### src/sv/tsrp_pkg.sv
// ----------------------------------------------------------------------------
// Tab-separated record parser: shared definitions
// Character codes, sizes, register map and the line result type.
// ----------------------------------------------------------------------------
package tsrp_pkg;

  localparam int MAX_CHARS  = 16;
  localparam int NUM_COLS   = 4;
  localparam int BYTE_W     = 8;
  localparam int VALUE_W    = 32;
  localparam int PRIO_W     = 8;
  localparam int COL_IDX_W  = 3;
  localparam int COL_W      = $clog2(NUM_COLS);
  localparam int CNT_W      = $clog2(MAX_CHARS + 1);

  localparam logic [BYTE_W-1:0] CHAR_ZERO = 8'h30;
  localparam logic [BYTE_W-1:0] CHAR_TAB  = 8'h09;
  localparam logic [BYTE_W-1:0] CHAR_CR   = 8'h0D;
  localparam logic [BYTE_W-1:0] CHAR_LF   = 8'h0A;
  localparam logic [BYTE_W-1:0] DIGIT_MAX = 8'd9;

  // Input word kinds.
  localparam logic KIND_DATA = 1'b0;
  localparam logic KIND_EOS  = 1'b1;

  // Configuration port.
  localparam int APB_ADDR_W = 3;
  localparam int APB_DATA_W = 32;
  localparam logic REG_PRIO_LIMIT = 1'b0;
  localparam logic [PRIO_W-1:0] PRIO_LIMIT_RESET = 8'd255;

  typedef struct packed {
    logic               emit;
    logic [VALUE_W-1:0] process_id;
    logic [VALUE_W-1:0] burst_time;
    logic [VALUE_W-1:0] arrival_time;
    logic [PRIO_W-1:0]  priority_level;
  } line_out_t;

endpackage

### src/sv/tsrp_if.sv
// ----------------------------------------------------------------------------
// Tab-separated record parser: channel interfaces
// Valid/ready channels for the text bytes and for the parsed records.
// ----------------------------------------------------------------------------
interface tsrp_text_if;
  logic                       valid;
  logic                       ready;
  logic                       kind;
  logic [tsrp_pkg::BYTE_W-1:0] text_byte;

  modport source (output valid, kind, text_byte, input ready);
  modport sink (input valid, kind, text_byte, output ready);
endinterface

interface tsrp_rec_if;
  logic                         valid;
  logic                         ready;
  logic [tsrp_pkg::VALUE_W-1:0] process_id;
  logic [tsrp_pkg::VALUE_W-1:0] burst_time;
  logic [tsrp_pkg::VALUE_W-1:0] arrival_time;
  logic [tsrp_pkg::PRIO_W-1:0]  priority_level;

  modport source (output valid, process_id, burst_time, arrival_time, priority_level,
                  input ready);
  modport sink (input valid, process_id, burst_time, arrival_time, priority_level,
                output ready);
endinterface

### src/sv/tsrp_cfg_regs.sv
// ----------------------------------------------------------------------------
// Tab-separated record parser: configuration registers
// APB-style register file holding the priority limit.
// ----------------------------------------------------------------------------
module tsrp_cfg_regs (
  input  logic                          clk,
  input  logic                          rst,
  input  logic                          psel,
  input  logic                          penable,
  input  logic                          pwrite,
  input  logic [tsrp_pkg::APB_ADDR_W-1:0] paddr,
  input  logic [tsrp_pkg::APB_DATA_W-1:0] pwdata,
  output logic [tsrp_pkg::APB_DATA_W-1:0] prdata,
  output logic                          pready,
  output logic [tsrp_pkg::PRIO_W-1:0]   prio_limit
);
  import tsrp_pkg::*;

  logic reg_index;

  // Registers sit on word boundaries; the low address bits are ignored.
  assign reg_index = paddr[2];
  assign pready    = 1'b1;

  always_ff @(posedge clk) begin
    if (rst) begin
      prio_limit <= PRIO_LIMIT_RESET;
    end else if (psel && penable && pwrite && pready && reg_index == REG_PRIO_LIMIT) begin
      prio_limit <= pwdata[PRIO_W-1:0];
    end
  end

  always_comb begin
    unique case (reg_index)
      REG_PRIO_LIMIT: prdata = {{(APB_DATA_W-PRIO_W){1'b0}}, prio_limit};
      default:        prdata = '0;
    endcase
  end

endmodule

### src/sv/tsrp_line_acc.sv
// ----------------------------------------------------------------------------
// Tab-separated record parser: line accumulator
// Holds the column state of the current line and decides at end of line
// whether it forms a valid record.
// ----------------------------------------------------------------------------
module tsrp_line_acc (
  input  logic                        clk,
  input  logic                        rst,
  input  logic                        step,
  input  logic                        kind,
  input  logic [tsrp_pkg::BYTE_W-1:0] text_byte,
  input  logic [tsrp_pkg::PRIO_W-1:0] prio_limit,
  output tsrp_pkg::line_out_t         line
);
  import tsrp_pkg::*;

  logic [COL_IDX_W-1:0] column_index;
  logic [CNT_W-1:0]     char_count;
  logic [VALUE_W-1:0]   column_value [NUM_COLS];
  logic [NUM_COLS-1:0]  column_bad;
  logic [NUM_COLS-1:0]  column_nonempty;
  logic                 skip_to_eol;

  logic               is_eol;
  logic               is_tab;
  logic [BYTE_W-1:0]  digit;
  logic               is_digit;
  logic [COL_W-1:0]   col;
  logic [VALUE_W-1:0] acc_next;
  logic               line_ok;

  assign is_eol   = (kind == KIND_EOS) || text_byte == CHAR_CR || text_byte == CHAR_LF;
  assign is_tab   = text_byte == CHAR_TAB;
  // Bytes below '0' wrap round to large values, so one compare covers both ends.
  assign digit    = text_byte - CHAR_ZERO;
  assign is_digit = digit <= DIGIT_MAX;
  assign col      = column_index[COL_W-1:0];
  assign acc_next = (column_value[col] << 3) + (column_value[col] << 1)
                    + {{(VALUE_W-BYTE_W){1'b0}}, digit};

  assign line_ok = (column_index >= COL_IDX_W'(NUM_COLS - 1))
                   && (&column_nonempty) && !(|column_bad)
                   && column_value[1] != '0
                   && column_value[3] <= {{(VALUE_W-PRIO_W){1'b0}}, prio_limit};

  always_comb begin
    line.emit           = is_eol && line_ok;
    line.process_id     = column_value[0];
    line.burst_time     = column_value[1];
    line.arrival_time   = column_value[2];
    line.priority_level = column_value[3][PRIO_W-1:0];
  end

  always_ff @(posedge clk) begin
    if (rst || (step && is_eol)) begin
      column_index    <= '0;
      char_count      <= '0;
      column_bad      <= '0;
      column_nonempty <= '0;
      skip_to_eol     <= 1'b0;
      for (int i = 0; i < NUM_COLS; i++) begin
        column_value[i] <= '0;
      end
    end else if (step && !skip_to_eol) begin
      if (is_tab) begin
        column_index <= column_index + 1'b1;
        char_count   <= '0;
        if (column_index == COL_IDX_W'(NUM_COLS - 1)) begin
          skip_to_eol <= 1'b1;
        end
      end else if (char_count < CNT_W'(MAX_CHARS)) begin
        char_count           <= char_count + 1'b1;
        column_nonempty[col] <= 1'b1;
        if (is_digit) begin
          column_value[col] <= acc_next;
        end else begin
          column_bad[col] <= 1'b1;
        end
      end
    end
  end

endmodule

### src/sv/tab_separated_record_parser.sv
// ----------------------------------------------------------------------------
// Tab-separated record parser: top level
// Splits a byte stream into lines of four tab-separated decimal columns and
// emits one record for each well-formed line with a non-zero burst and a priority within the limit.
// ----------------------------------------------------------------------------
// Usage:
//   text_ch carries one word per cycle: kind 0 is a data byte, kind 1 marks
//   end of stream and closes the pending line. rec_ch carries one record
//   (process id, burst, arrival, priority) per accepted line; malformed
//   lines, zero bursts and priorities above the priority limit give nothing.
//   The priority limit is written over the APB port, at byte address 0.
//   Throughput is one word per cycle. Each word passes through the input
//   register; the record it closes is registered in the output register
//   as that word leaves the input register and is then presented on rec_ch.
//   The output register frees the input side: bytes keep flowing while a
//   record waits. Only a line end that would emit a record while the output
//   register is still full waits in the input register, and text_ch.ready
//   drops until rec_ch is drained.
//   Reset clears the line state, empties both registers and sets the
//   priority limit to 255.
// ----------------------------------------------------------------------------
module tab_separated_record_parser (
  input  logic                            clk,
  input  logic                            rst,
  tsrp_text_if.sink                       text_ch,
  tsrp_rec_if.source                      rec_ch,
  input  logic                            psel,
  input  logic                            penable,
  input  logic                            pwrite,
  input  logic [tsrp_pkg::APB_ADDR_W-1:0] paddr,
  input  logic [tsrp_pkg::APB_DATA_W-1:0] pwdata,
  output logic [tsrp_pkg::APB_DATA_W-1:0] prdata,
  output logic                            pready
);
  import tsrp_pkg::*;

  logic              s1_valid;
  logic              s1_kind;
  logic [BYTE_W-1:0] s1_byte;
  logic              s1_advance;
  logic              step;
  logic [PRIO_W-1:0] prio_limit;
  line_out_t         line;

  tsrp_cfg_regs u_cfg (
    .clk        (clk),
    .rst        (rst),
    .psel       (psel),
    .penable    (penable),
    .pwrite     (pwrite),
    .paddr      (paddr),
    .pwdata     (pwdata),
    .prdata     (prdata),
    .pready     (pready),
    .prio_limit (prio_limit)
  );

  tsrp_line_acc u_line (
    .clk        (clk),
    .rst        (rst),
    .step       (step),
    .kind       (s1_kind),
    .text_byte  (s1_byte),
    .prio_limit (prio_limit),
    .line       (line)
  );

  // A word only has to wait when it produces a record and the output is full and stalled.
  assign s1_advance    = !line.emit || !rec_ch.valid || rec_ch.ready;
  assign step          = s1_valid && s1_advance;
  assign text_ch.ready = !s1_valid || s1_advance;

  always_ff @(posedge clk) begin
    if (rst) begin
      s1_valid <= 1'b0;
    end else if (text_ch.ready) begin
      s1_valid <= text_ch.valid;
    end
  end

  always_ff @(posedge clk) begin
    if (text_ch.ready && text_ch.valid) begin
      s1_kind <= text_ch.kind;
      s1_byte <= text_ch.text_byte;
    end
  end

  always_ff @(posedge clk) begin
    if (rst) begin
      rec_ch.valid <= 1'b0;
    end else if (step && line.emit) begin
      rec_ch.valid <= 1'b1;
    end else if (rec_ch.ready) begin
      rec_ch.valid <= 1'b0;
    end
  end

  always_ff @(posedge clk) begin
    if (step && line.emit) begin
      rec_ch.process_id     <= line.process_id;
      rec_ch.burst_time     <= line.burst_time;
      rec_ch.arrival_time   <= line.arrival_time;
      rec_ch.priority_level <= line.priority_level;
    end
  end

  // A record never carries a zero burst.
  assert property (@(posedge clk) disable iff (rst)
    rec_ch.valid |-> rec_ch.burst_time != '0)
    else $error("record with zero burst");

  // The input side only stalls behind a full, stalled output register.
  assert property (@(posedge clk) disable iff (rst)
    (s1_valid && !s1_advance) |-> (rec_ch.valid && !rec_ch.ready))
    else $error("input stalled without output back-pressure");

  // Ready can only be low while a word is held.
  assert property (@(posedge clk) disable iff (rst)
    !text_ch.ready |-> s1_valid)
    else $error("ready low with empty input register");

  // Nothing is presented in the cycle after reset.
  assert property (@(posedge clk)
    $past(rst) |-> !rec_ch.valid && !s1_valid)
    else $error("pipeline not empty after reset");

endmodule

### src/flat_wrapper.sv
// flat-port wrapper written by rule: the top's interface ports become plain ports
module tab_separated_record_parser_flat import tsrp_pkg::*;
  (clk, rst, psel, penable, pwrite, paddr, pwdata, prdata, pready, text_ch_valid, text_ch_kind, text_ch_text_byte, text_ch_ready, rec_ch_valid, rec_ch_process_id, rec_ch_burst_time, rec_ch_arrival_time, rec_ch_priority_level, rec_ch_ready);
  tsrp_text_if text_ch_i ();
  tsrp_rec_if rec_ch_i ();
  input  logic clk;
  input  logic rst;
  input  logic psel;
  input  logic penable;
  input  logic pwrite;
  input  logic [tsrp_pkg::APB_ADDR_W-1:0] paddr;
  input  logic [tsrp_pkg::APB_DATA_W-1:0] pwdata;
  output logic [tsrp_pkg::APB_DATA_W-1:0] prdata;
  output logic pready;
  input wire logic [$bits(text_ch_i.valid)-1:0] text_ch_valid;
  input wire logic [$bits(text_ch_i.kind)-1:0] text_ch_kind;
  input wire logic [$bits(text_ch_i.text_byte)-1:0] text_ch_text_byte;
  output wire logic [$bits(text_ch_i.ready)-1:0] text_ch_ready;
  output wire logic [$bits(rec_ch_i.valid)-1:0] rec_ch_valid;
  output wire logic [$bits(rec_ch_i.process_id)-1:0] rec_ch_process_id;
  output wire logic [$bits(rec_ch_i.burst_time)-1:0] rec_ch_burst_time;
  output wire logic [$bits(rec_ch_i.arrival_time)-1:0] rec_ch_arrival_time;
  output wire logic [$bits(rec_ch_i.priority_level)-1:0] rec_ch_priority_level;
  input wire logic [$bits(rec_ch_i.ready)-1:0] rec_ch_ready;
  assign text_ch_i.valid = text_ch_valid;
  assign text_ch_i.kind = text_ch_kind;
  assign text_ch_i.text_byte = text_ch_text_byte;
  assign text_ch_ready = text_ch_i.ready;
  assign rec_ch_valid = rec_ch_i.valid;
  assign rec_ch_process_id = rec_ch_i.process_id;
  assign rec_ch_burst_time = rec_ch_i.burst_time;
  assign rec_ch_arrival_time = rec_ch_i.arrival_time;
  assign rec_ch_priority_level = rec_ch_i.priority_level;
  assign rec_ch_i.ready = rec_ch_ready;
  tab_separated_record_parser u_core (.clk(clk), .rst(rst), .text_ch(text_ch_i), .rec_ch(rec_ch_i), .psel(psel), .penable(penable), .pwrite(pwrite), .paddr(paddr), .pwdata(pwdata), .prdata(prdata), .pready(pready));
endmodule
### config.mk
export PLATFORM = sky130hd
export DESIGN_NAME = tab_separated_record_parser_flat
export DESIGN_NICKNAME = d
export VERILOG_FILES = /design/src/sv/tsrp_pkg.sv /design/src/sv/tsrp_if.sv /design/src/sv/tsrp_cfg_regs.sv /design/src/sv/tsrp_line_acc.sv /design/src/sv/tab_separated_record_parser.sv /design/src/flat_wrapper.sv
export SDC_FILE = /design/constraint.sdc
export NUM_CORES = 1
export LEC_CHECK = 0
export ABC_AREA = 1
export BUFFER_PORTS_ARGS = -buffer_cell sky130_fd_sc_hd__buf_2
export CAP_MARGIN = 0
export CORE_MARGIN = 1.5
export CORE_UTILIZATION = 50
export CTS_CLUSTER_DIAMETER = 100
export DETAILED_ROUTE_END_ITERATION = 6
export PLACE_DENSITY = 0.76
export SETUP_SLACK_MARGIN = 0.1
export SLEW_MARGIN = 20
export SYNTH_ARGS = -nofsm -noshare
export SYNTH_HDL_FRONTEND = slang
export SYNTH_SLANG_ARGS = --single-unit
### constraint.sdc
create_clock -name clk -period 5.2 [get_ports clk]
set_input_delay 0 -clock clk [delete_from_list [all_inputs] [get_ports clk]]
set_output_delay 0 -clock clk [all_outputs]
set_load 0.05 [all_outputs]
## After elaboration in Yosys (flattened, before gate mapping)

Memory sizes are Yosys's and may differ from the RTL's. A register that Yosys moved wholly into a read port is not among the register bits.
Cells that the tools add are included.
Widths: inputs -> output; s select.

| storage, ports and cells | value |
|---|---|
| bits in registers | 76 |
| RAM bits | 128 |
| input port bits | 51 |
| output and inout port bits | 139 |
| word-level logic and storage cells | 89 |
| memories | 1 |

Memory list:

| memory | words | bits a word | read ports | clocked after memory_dff | write ports | line | RTL |
|---|---|---|---|---|---|---|---|
| u_core.u_line.column_value | 4 | 32 | 5 | 3 | 4 | tsrp_line_acc.sv:19 | `logic [VALUE_W-1:0] column_value [NUM_COLS];` |

| operators by class | value |
|---|---|
| add/sub/neg operators | 5 |
| order comparisons | 6 |
| eq/ne operators | 4 |
| muxes and demuxes | 20 |
| bitwise logic cells | 5 |
| reduce and logical (&&, ||, !) cells | 36 |

Operators by type and width:

| operator | number |
|---|---|
| $add 32x32->32 | 1 |
| $add 32x8->32 | 1 |
| $le 32x8->1 | 1 |
| $mux 32 | 1 |
| $reduce_bool 32->1 | 1 |
| $reduce_or 32->1 | 1 |
| $eq 8x4->1 const B | 3 |
| $logic_and 1x1->1 | 14 |
| $mux 1 | 12 |
| $mux 5 | 2 |
| $le 8x4->1 const B | 1 |
| $mux 8 | 1 |
| $or 4x4->4 | 2 |
| $reduce_and 4->1 | 2 |
| $sub 8x6->8 const B | 1 |
| $logic_or 1x1->1 | 6 |
| $mux 2 | 3 |
| $reduce_and 3->1 | 2 |
| $add 5x1->5 const B | 1 |
| $logic_not 1->1 | 5 |
| $lt 5x5->1 const B | 1 |
| $reduce_and 2->1 | 2 |
| $reduce_bool 2->1 | 2 |
| $reduce_or 4->1 | 1 |
| 7 further kinds | 9 |

## Logic depth before layout (Yosys ltp)

Gate-level depths: netlist of run 1.

| depth | value |
|---|---|
| depth after elaboration | 16 |
| depth in mapped cells | 21 |
| mapped depth without buffers | 18 |

## Modules after synthesis

A second synthesis of run 1 with hierarchy kept.

| second synthesis, totals | value |
|---|---|
| cell total of the unflattened synthesis | 1,402 |
| area total of the unflattened synthesis | 13,751.9 um2 |

Modules (own cells, without submodules):

| module | times used | cells each | area each (um2) | sequential area each (um2) |
|---|---|---|---|---|
| tsrp_line_acc | 1 | 1,189 | 9,656.8 | 4,224.1 |
| tab_separated_record_parser | 1 | 131 | 3,512.1 | 3,433.3 |
| tsrp_cfg_regs | 1 | 82 | 583.1 | 160.2 |

## Worst setup path before layout of run 1

No wires, ideal clock.

| path | value |
|---|---|
| path type | reg-to-reg |
| from | register u_core.s1_byte[4] |
| to | memory u_core.u_line.column_value[3][0] (enable) |
| setup time | 0.466 ns |
| data arrival time | 3.658 ns |
| data required time | 4.734 ns |
| path slack | 1.076 ns |
| stages on the path, launching flop included | 11 |
| buffers on the path | 0 |
| clock period less this slack | 4.124 ns |
| cell sequence | edfxtp_1 > ha_1 > inv_1 > nand2_1 > nand2_1 > nand3_1 > nand2_1 > nand3_1 > nor2_1 > nand4_1 > o21ai_0 |

RTL lines:

| element | line | RTL |
|---|---|---|
| start: declaration | tab_separated_record_parser.sv:39 | `logic [BYTE_W-1:0] s1_byte;` |
| start signal: assignment | tab_separated_record_parser.sv:84 | `s1_byte <= text_ch.text_byte;` |
| end: declaration | tsrp_line_acc.sv:19 |  |

==> metrics.md, run 1 <==
| Metric | Value |
|---|---|
| Max-slew violation count | 0 |
| WP data required | roughly 5.5 ns |
| Lkg Pwr | 6.39 nW |
| Buf/Inv on CP | 4 |
| Fraction of registers with async set/reset | 0% |
| IO Pins | 190 |
| Crit-path slowest cell | a32oi_1 |
| Synth top area cells | edfxtp_1, nor2_1, ha_1 |
| Maximum vdd drop | 0.000248 V |
| Fmax | 231 MHz |
| Largest net degree at the start of global routing | 75 |
| Pint | 3.69 mW |
| Psw | roughly 1.2 mW |
| Final hold violations | 0 |
| Clock Path Buffers | 3 |
| Remaining antenna violation count | 0 |
| Area growth from synthesis to layout | 15.5% |
| CP Max Fanout | 22 |
| Post-synth top area share | a little under three fifths |
| Die height | 165 um |
| Critical path capture point type | flop |
| DR iter-0 viols | around 730 |
| Worst Max-Slew Pin Slew | 0.966 ns |
| Post-Route WL | 29.8 mm |
| Seq cells post-synth | 270 |
| Primary FF master, synth | edfxtp_1 |
| Die area | 0.0271 mm2 |
| Non-filler cells, final | 1764 |
| Most frequent cell after synthesis | nor2_1 |
| Startpoint Class | flop |
| Fin util | 59.4% |
| Total CTS buffers | 27 |
| Mapped cell area | 0.0131 mm2 |
| Core ar. | 0.0254 mm2 |
| DRC viols | 0 |
| Netlist cell types | 41 |
| Crit path DAT | about 4.6 ns |
| H-tree Lvls | 1 |
| Tcrit/Tclk final | between 80% and 90% |
| Clock latency at the later pin of the worst-skew pair | 0.54 ns |
| Seq pwr share | 50.2% |
| Status | finished, final reports clean |
| Syn. warnings | 0 |
| PwrDens | 326 mW/mm2 |
| CTS tree | yes |
| HPWL after DPL | between 20 and 25 mm |
| Vias in the first global route | 9077 |
| Layout Nets | 1543 |
| Clock sinks | 270 |
| Total gr overflow | 0 |
| Root Buffer | clkbuf_16 |
| Top cell by count, worst path | inv_1 |
| Clock-pin slew on the worst setup and hold paths | 0.06 ns |
| Top delay family on crit path | compound AO/OA/AOI/OAI gates |
| Max-Cap Viols | 0 |
| Worst setup path class | reg2reg |
| Yosys top cell by area | edfxtp_1 |
| Final worst setup slack | between 0.8 and 0.9 ns |
| First drt pass iteration count | 7 |
| Clock network power share | between 30% and 40% |
| GR Util All Layers | between 20% and 30% |
| Cells after synthesis | 1247 |
| Inst Count DP | 1695 |
| DP Worst Slack | between 0.8 and 0.9 ns |
| Worst min path class | in2reg |
| Initial antenna violation count | 0 |
| RSZ-0062 raised after global routing | false |
| # setup viols final | 0 |
| Power Total | 4.92 mW |
| Port-buffer cells | 138 |
| Average cell area after synthesis | 10.5 um2 |
| Period minus WS final | 4.34 ns |
| Combinational Power Share | 11.2% |
| Register area share after synthesis | 59.8% |
| DR vias/cell | between 5 and 6 |
| Die Width | 165 um |
| Worst path cell trace | clkinv_1 > a32oi_1 > inv_1 > fa_1 > inv_1 > ha_1 > a21oi_1 > o21ai_1 > a21boi_0 > inv_1 > nand4_1 > nand3_1 > xnor2_1 > nor2_1 |
| Sw frac | 25.0% |
| Rows | just under 60 |
| Final TNS setup | 0 ns |
| Starting Density | between 50% and 60% |
| Global-route wire length before repair | 46.6 mm |
| Avg WL per Cell | 16.9 um |
| Via count | 9353 |
| Most instantiated cells after synthesis | nor2_1, edfxtp_1, nand2_1 |
| Layout cell share with drive strength beyond 1 | 15.6% |
| Post-synth EDFFs | 241 |
| Clock skew | around 0.011 ns |
| Ant diodes | 0 |
| Slew headroom | 35.6% |
| Worst path max stage delay | 0.55 ns |
| RePlAce Congestion | 0.884 |
==> power by group through the flow <==
stage               registers, mW  clock network (mW)  logic, mW
floorplan                    2.49                   0      0.419
global placement             2.51                   0      0.519
detailed placement           2.51                   0      0.529
CTS                          2.47                1.92      0.546
global route                 2.47                2.00      0.610
finish                       2.47                1.90      0.550
==> sequential cells by signal (all words and copies together), names as in the netlist, 5 cells and up, named ones only <==
signal / cells
u_core.rec_ch.priority_level: 8
u_core.u_line.column_value: 128
u_core.rec_ch.burst_time: 32
u_core.rec_ch.arrival_time: 32
u_core.u_line.char_count: 5
u_core.u_cfg.prio_limit: 8
u_core.rec_ch.process_id: 32
u_core.s1_byte: 8
==> through the flow <==
stage	cell area, um2	hold slack [ns]
finish	15100	0.0396
global placement	14000	0.180
detailed placement	14000	0.178
floorplan	13200	0.0691
CTS	15100	0.0236
global route	15100	0.0756
==> worst register-to-register path, stage by stage, from the launching register on <==
cell	delay (ns)
dfxtp_1	0.33
clkinv_1	0.53
a32oi_1	0.56
inv_1	0.12
fa_1	0.49
inv_1	0.04
ha_1	0.34
a21oi_1	0.15
o21ai_1	0.14
a21boi_0	0.38
inv_1	0.15
nand4_1	0.10
nand3_1	0.13
xnor2_1	0.51
nor2_1	0.10
==> path summary, 6_finish.rpt <==
| kind | start | to | slack, ns | cells after the start |
|---|---|---|---|---|
| max | flop | u_core.u_line.column_value[0][24] | 0.86 | 14 |
| max reg2reg | flop | u_core.u_line.column_value[0][24] | 0.86 | 14 |
| min | penable | u_core.u_cfg.prio_limit[3] | 0.04 | 5 |
| min reg2reg | u_core.u_line.column_value[0][31] | u_core.rec_ch.process_id[31] | 0.42 | 0 |
==> kinds of logic after synthesis <==
family	synth area share, %
xor+xnor	1.74
compound gates	8.18
other cells	0.0575
fa+ha+maj	7.72
simple gates	16.4
buf+inv	6.07
flops	59.8
==> cell type report <==
cell class | instances | area, um2
clock buffers | 34 | 702
well taps | 330 | 413
flip-flops and latches | 270 | 7820
clock inverters | 14 | 153
multi-input cells | 825 | 4550
inverters | 117 | 442
repair buffers | 174 | 1010
fillers | 2073 | 10300
==> per-layer routing <==
| metal | vias to the layer above | routed length (um) | GRT usage [%] |
|---|---|---|---|
| li1 | 4548 | - | - |
| met1 | 4322 | 12700 | 30.3 |
| met2 | 416 | 13700 | 36.3 |
| met3 | 67 | 2530 | 3.42 |
| met4 | 0 | 833 | 7.74 |
| met5 | - | 0 | 0 |
==> timing repair <==
item | 4_1_cts | 5_1_grt
hold endpoints to repair | 28 | 0
buffers inserted | 0 | 0
hold buffers | 21 | 0
gates resized for setup | 0 | 0
==> placed cells by master, fill, tap and decap left out, types with 6 or more instances in the layout <==
cell type,count
nor2_1,254
edfxtp_1,241
nand2_1,172
buf_2,138
inv_1,111
ha_1,71
o21ai_0,69
a21oi_1,60
nand3_1,34
dfxtp_1,28
clkbuf_16,27
conb_1,25
o22ai_1,24
dlygate4sd3_1,21
xnor2_1,17
buf_4,15
nand4_1,12
nor2_2,11
o211ai_1,11
nor2_4,10
xor2_1,9
clkbuf_1,7
clkinv_1,6
a21o_1,6
fa_1,6
Note: power is estimated with default switching activity, not from simulation.
==> run 2, diff against run 1 <==
- PLACE_DENSITY: 0.76 -> 0.79
- clock period: 5.2 -> 3.5 ns (I/O delays scaled with it)
==> metrics.md, run 2 (same netlist as run 1, synthesis figures left out) <==
| Metric | Value |
|---|---|
| Via count | between 9000 and 10000 |
| Die height | 165 um |
| Max reg flops | 128 |
| # setup viols final | 0 |
| Worst min path class | in2reg |
| Vias in the first global route | 9493 |
| Largest reg by FF count | u_core.u_line.column_value |
| Critical path capture point type | flop |
| Clock skew | 0.0214 ns |
| Die area | about 0.027 mm2 |
| H-tree Lvls | 1 |
| Period minus WS final | about 3.4 ns |
| Layout Nets | 1593 |
| Clock Path Buffers | 3 |
| PwrDens | 471 mW/mm2 |
| Startpoint Class | flop |
| Remaining antenna violation count | 0 |
| Layout cell share with drive strength beyond 1 | 24.8% |
| Area growth from synthesis to layout | 23.1% |
| DP Worst Slack | -0.0897 ns |
| Total gr overflow | 0 |
| Crit path DAT | roughly 3.7 ns |
| Maximum vdd drop | 0.000360 V |
| Hold Crit Depth | 3 |
| Final worst setup slack | around 0.059 ns |
| Slew headroom | 35.7% |
| Largest net degree at the start of global routing | 53 |
| Lkg Pwr | 6.73 nW |
| Most common cell after layout, fill and taps aside | nor2_1 |
| HPWL after DPL | 21.9 mm |
| Grt met3 use | 3.37% |
| DRC viols | 0 |
| CTS tree | yes |
| Rows | 58 |
| Initial antenna violation count | 0 |
| Fin util | 63.4% |
| Status | finished, final reports clean |
| R2R depth | 17 |
| Worst path cell trace | buf_6 > nand2_1 > a32oi_2 > inv_1 > fa_1 > inv_1 > ha_4 > a21oi_1 > nand2_2 > nand2_1 > nand2_2 > nand2_1 > nand2_2 > a21oi_2 > xor2_1 > buf_4 > nor2_1 |
| First drt pass iteration count | 5 |
| Grt peak-use layer | met2 |
| Worst Max-Slew Pin Slew | just under 1 ns |
| Final hold violations | 0 |
| Max-Cap Viols | 0 |
| WP data required | 3.78 ns |
| Hold Startpoint | text_ch_valid |
| IO Pins | 190 |
| Area occupied by multi-input gates | around 0.005 mm2 |
| Final TNS setup | 0 ns |
| Worst setup path class | reg2reg |
| Clock latency at the later pin of the worst-skew pair | 0.55 ns |
| Clock sinks | 270 |
| Power Total | 7.57 mW |
| Die Width | between 150 and 200 um |
| CP Max Fanout | 8 |
| Port-buffer cells | 138 |
| Clock-pin slew on the worst setup and hold paths | about 0.070 ns |
| Crit-path slowest cell | fa_1 |
| Root Buffer | clkbuf_16 |
| Global-route wire length before repair | 48.6 mm |
| DR iter-0 viols | 981 |
| Filler cells | 1918 |
| Post-Route WL | approximately 33 mm |
| Fmax | 291 MHz |
| GRT met1 Usage | 32.0% |
| Max-slew violation count | 0 |
| M2 GR Usage | between 30 and 40% |
| Avg WL per Cell | 18.0 um |
| Core ar. | 0.0254 mm2 |
| Ant diodes | 0 |
| Tcrit/Tclk final | about 98% |
| RSZ-0062 raised after global routing | true |
| GR Util All Layers | 23.2% |
| Starting Density | 51.5% |
| Register area | 0.00783 mm2 |
| DR vias/cell | 5.49 |
| Hold WS | ~0.0044 ns |
| Total CTS buffers | 28 |
| Worst path max stage delay | 0.50 ns |
| RePlAce Congestion | 0.959 |
| Commonest non-fill, non-tap cells in the layout | nor2_1, edfxtp_1, nand2_1 |
==> run 2: through the flow <==
stage	std cells	instance area (um2)
after floorplan	1270	13200
after global placement	1739	14400
after detailed placement	1739	14400
after CTS	1810	15600
after global routing	1816	16100
final	1816	16100
==> run 2: final cells by class <==
cell class | instances | area share, %
inverters | 117 | 2.86
clock inverters | 17 | 0.762
repair buffers | 222 | 9.07
well taps | 330 | 2.57
flip-flops and latches | 270 | 48.6
repair inverters | 1 | 0.0311
clock buffers | 34 | 4.63
multi-input cells | 825 | 31.5
==> run 2: worst paths after layout <==
path / end / slack [ns]
worst max-delay path: u_core.u_line.column_value[0][19] / 0.06
worst min-delay path: u_core.s1_byte[4] / 0.004
worst max register to register: u_core.u_line.column_value[0][19] / 0.06
worst min register to register: u_core.rec_ch.process_id[31] / 0.42
==> run 2: critical path: cells and delay by family, from the launching register on <==
| family | cells | cell delay (ns) |
|---|---|---|
| and+or+nand+nor | 7 | 0.58 |
| buffers and inverters | 4 | 0.51 |
| adders and majority gates | 2 | 0.78 |
| DFF | 1 | 0.46 |
| AOI/OAI and AO/OA | 3 | 0.64 |
| xor gates and xnor gates | 1 | 0.19 |
==> run 2: metal layers <==
metal	wire, um	up-vias
li1	-	4645
met2	15100	523
met3	3030	102
met5	0	-
met4	1360	0
met1	13300	4697
==> run 2: where the power goes <==
group | internal, mW | total (mW) | leakage [nW] | switching (mW)
sequential | 3.60 | 3.67 | 2.62 | 0.0720
combinational | 0.403 | 1.08 | 3.69 | 0.679
clock | 1.59 | 2.82 | 0.421 | 1.23
==> run 2: what timing repair did <==
| action | 4_1_cts | 5_1_grt |
|---|---|---|
| setup buffers | 0 | 5 |
| endpoints found under the hold margin | 19 | 0 |
| gates resized for setup | 16 | 113 |
| pin swaps | 2 | 21 |
| setup endpoints to repair | 64 | 94 |
| hold buffers | 20 | 0 |
| cloned | 0 | 1 |
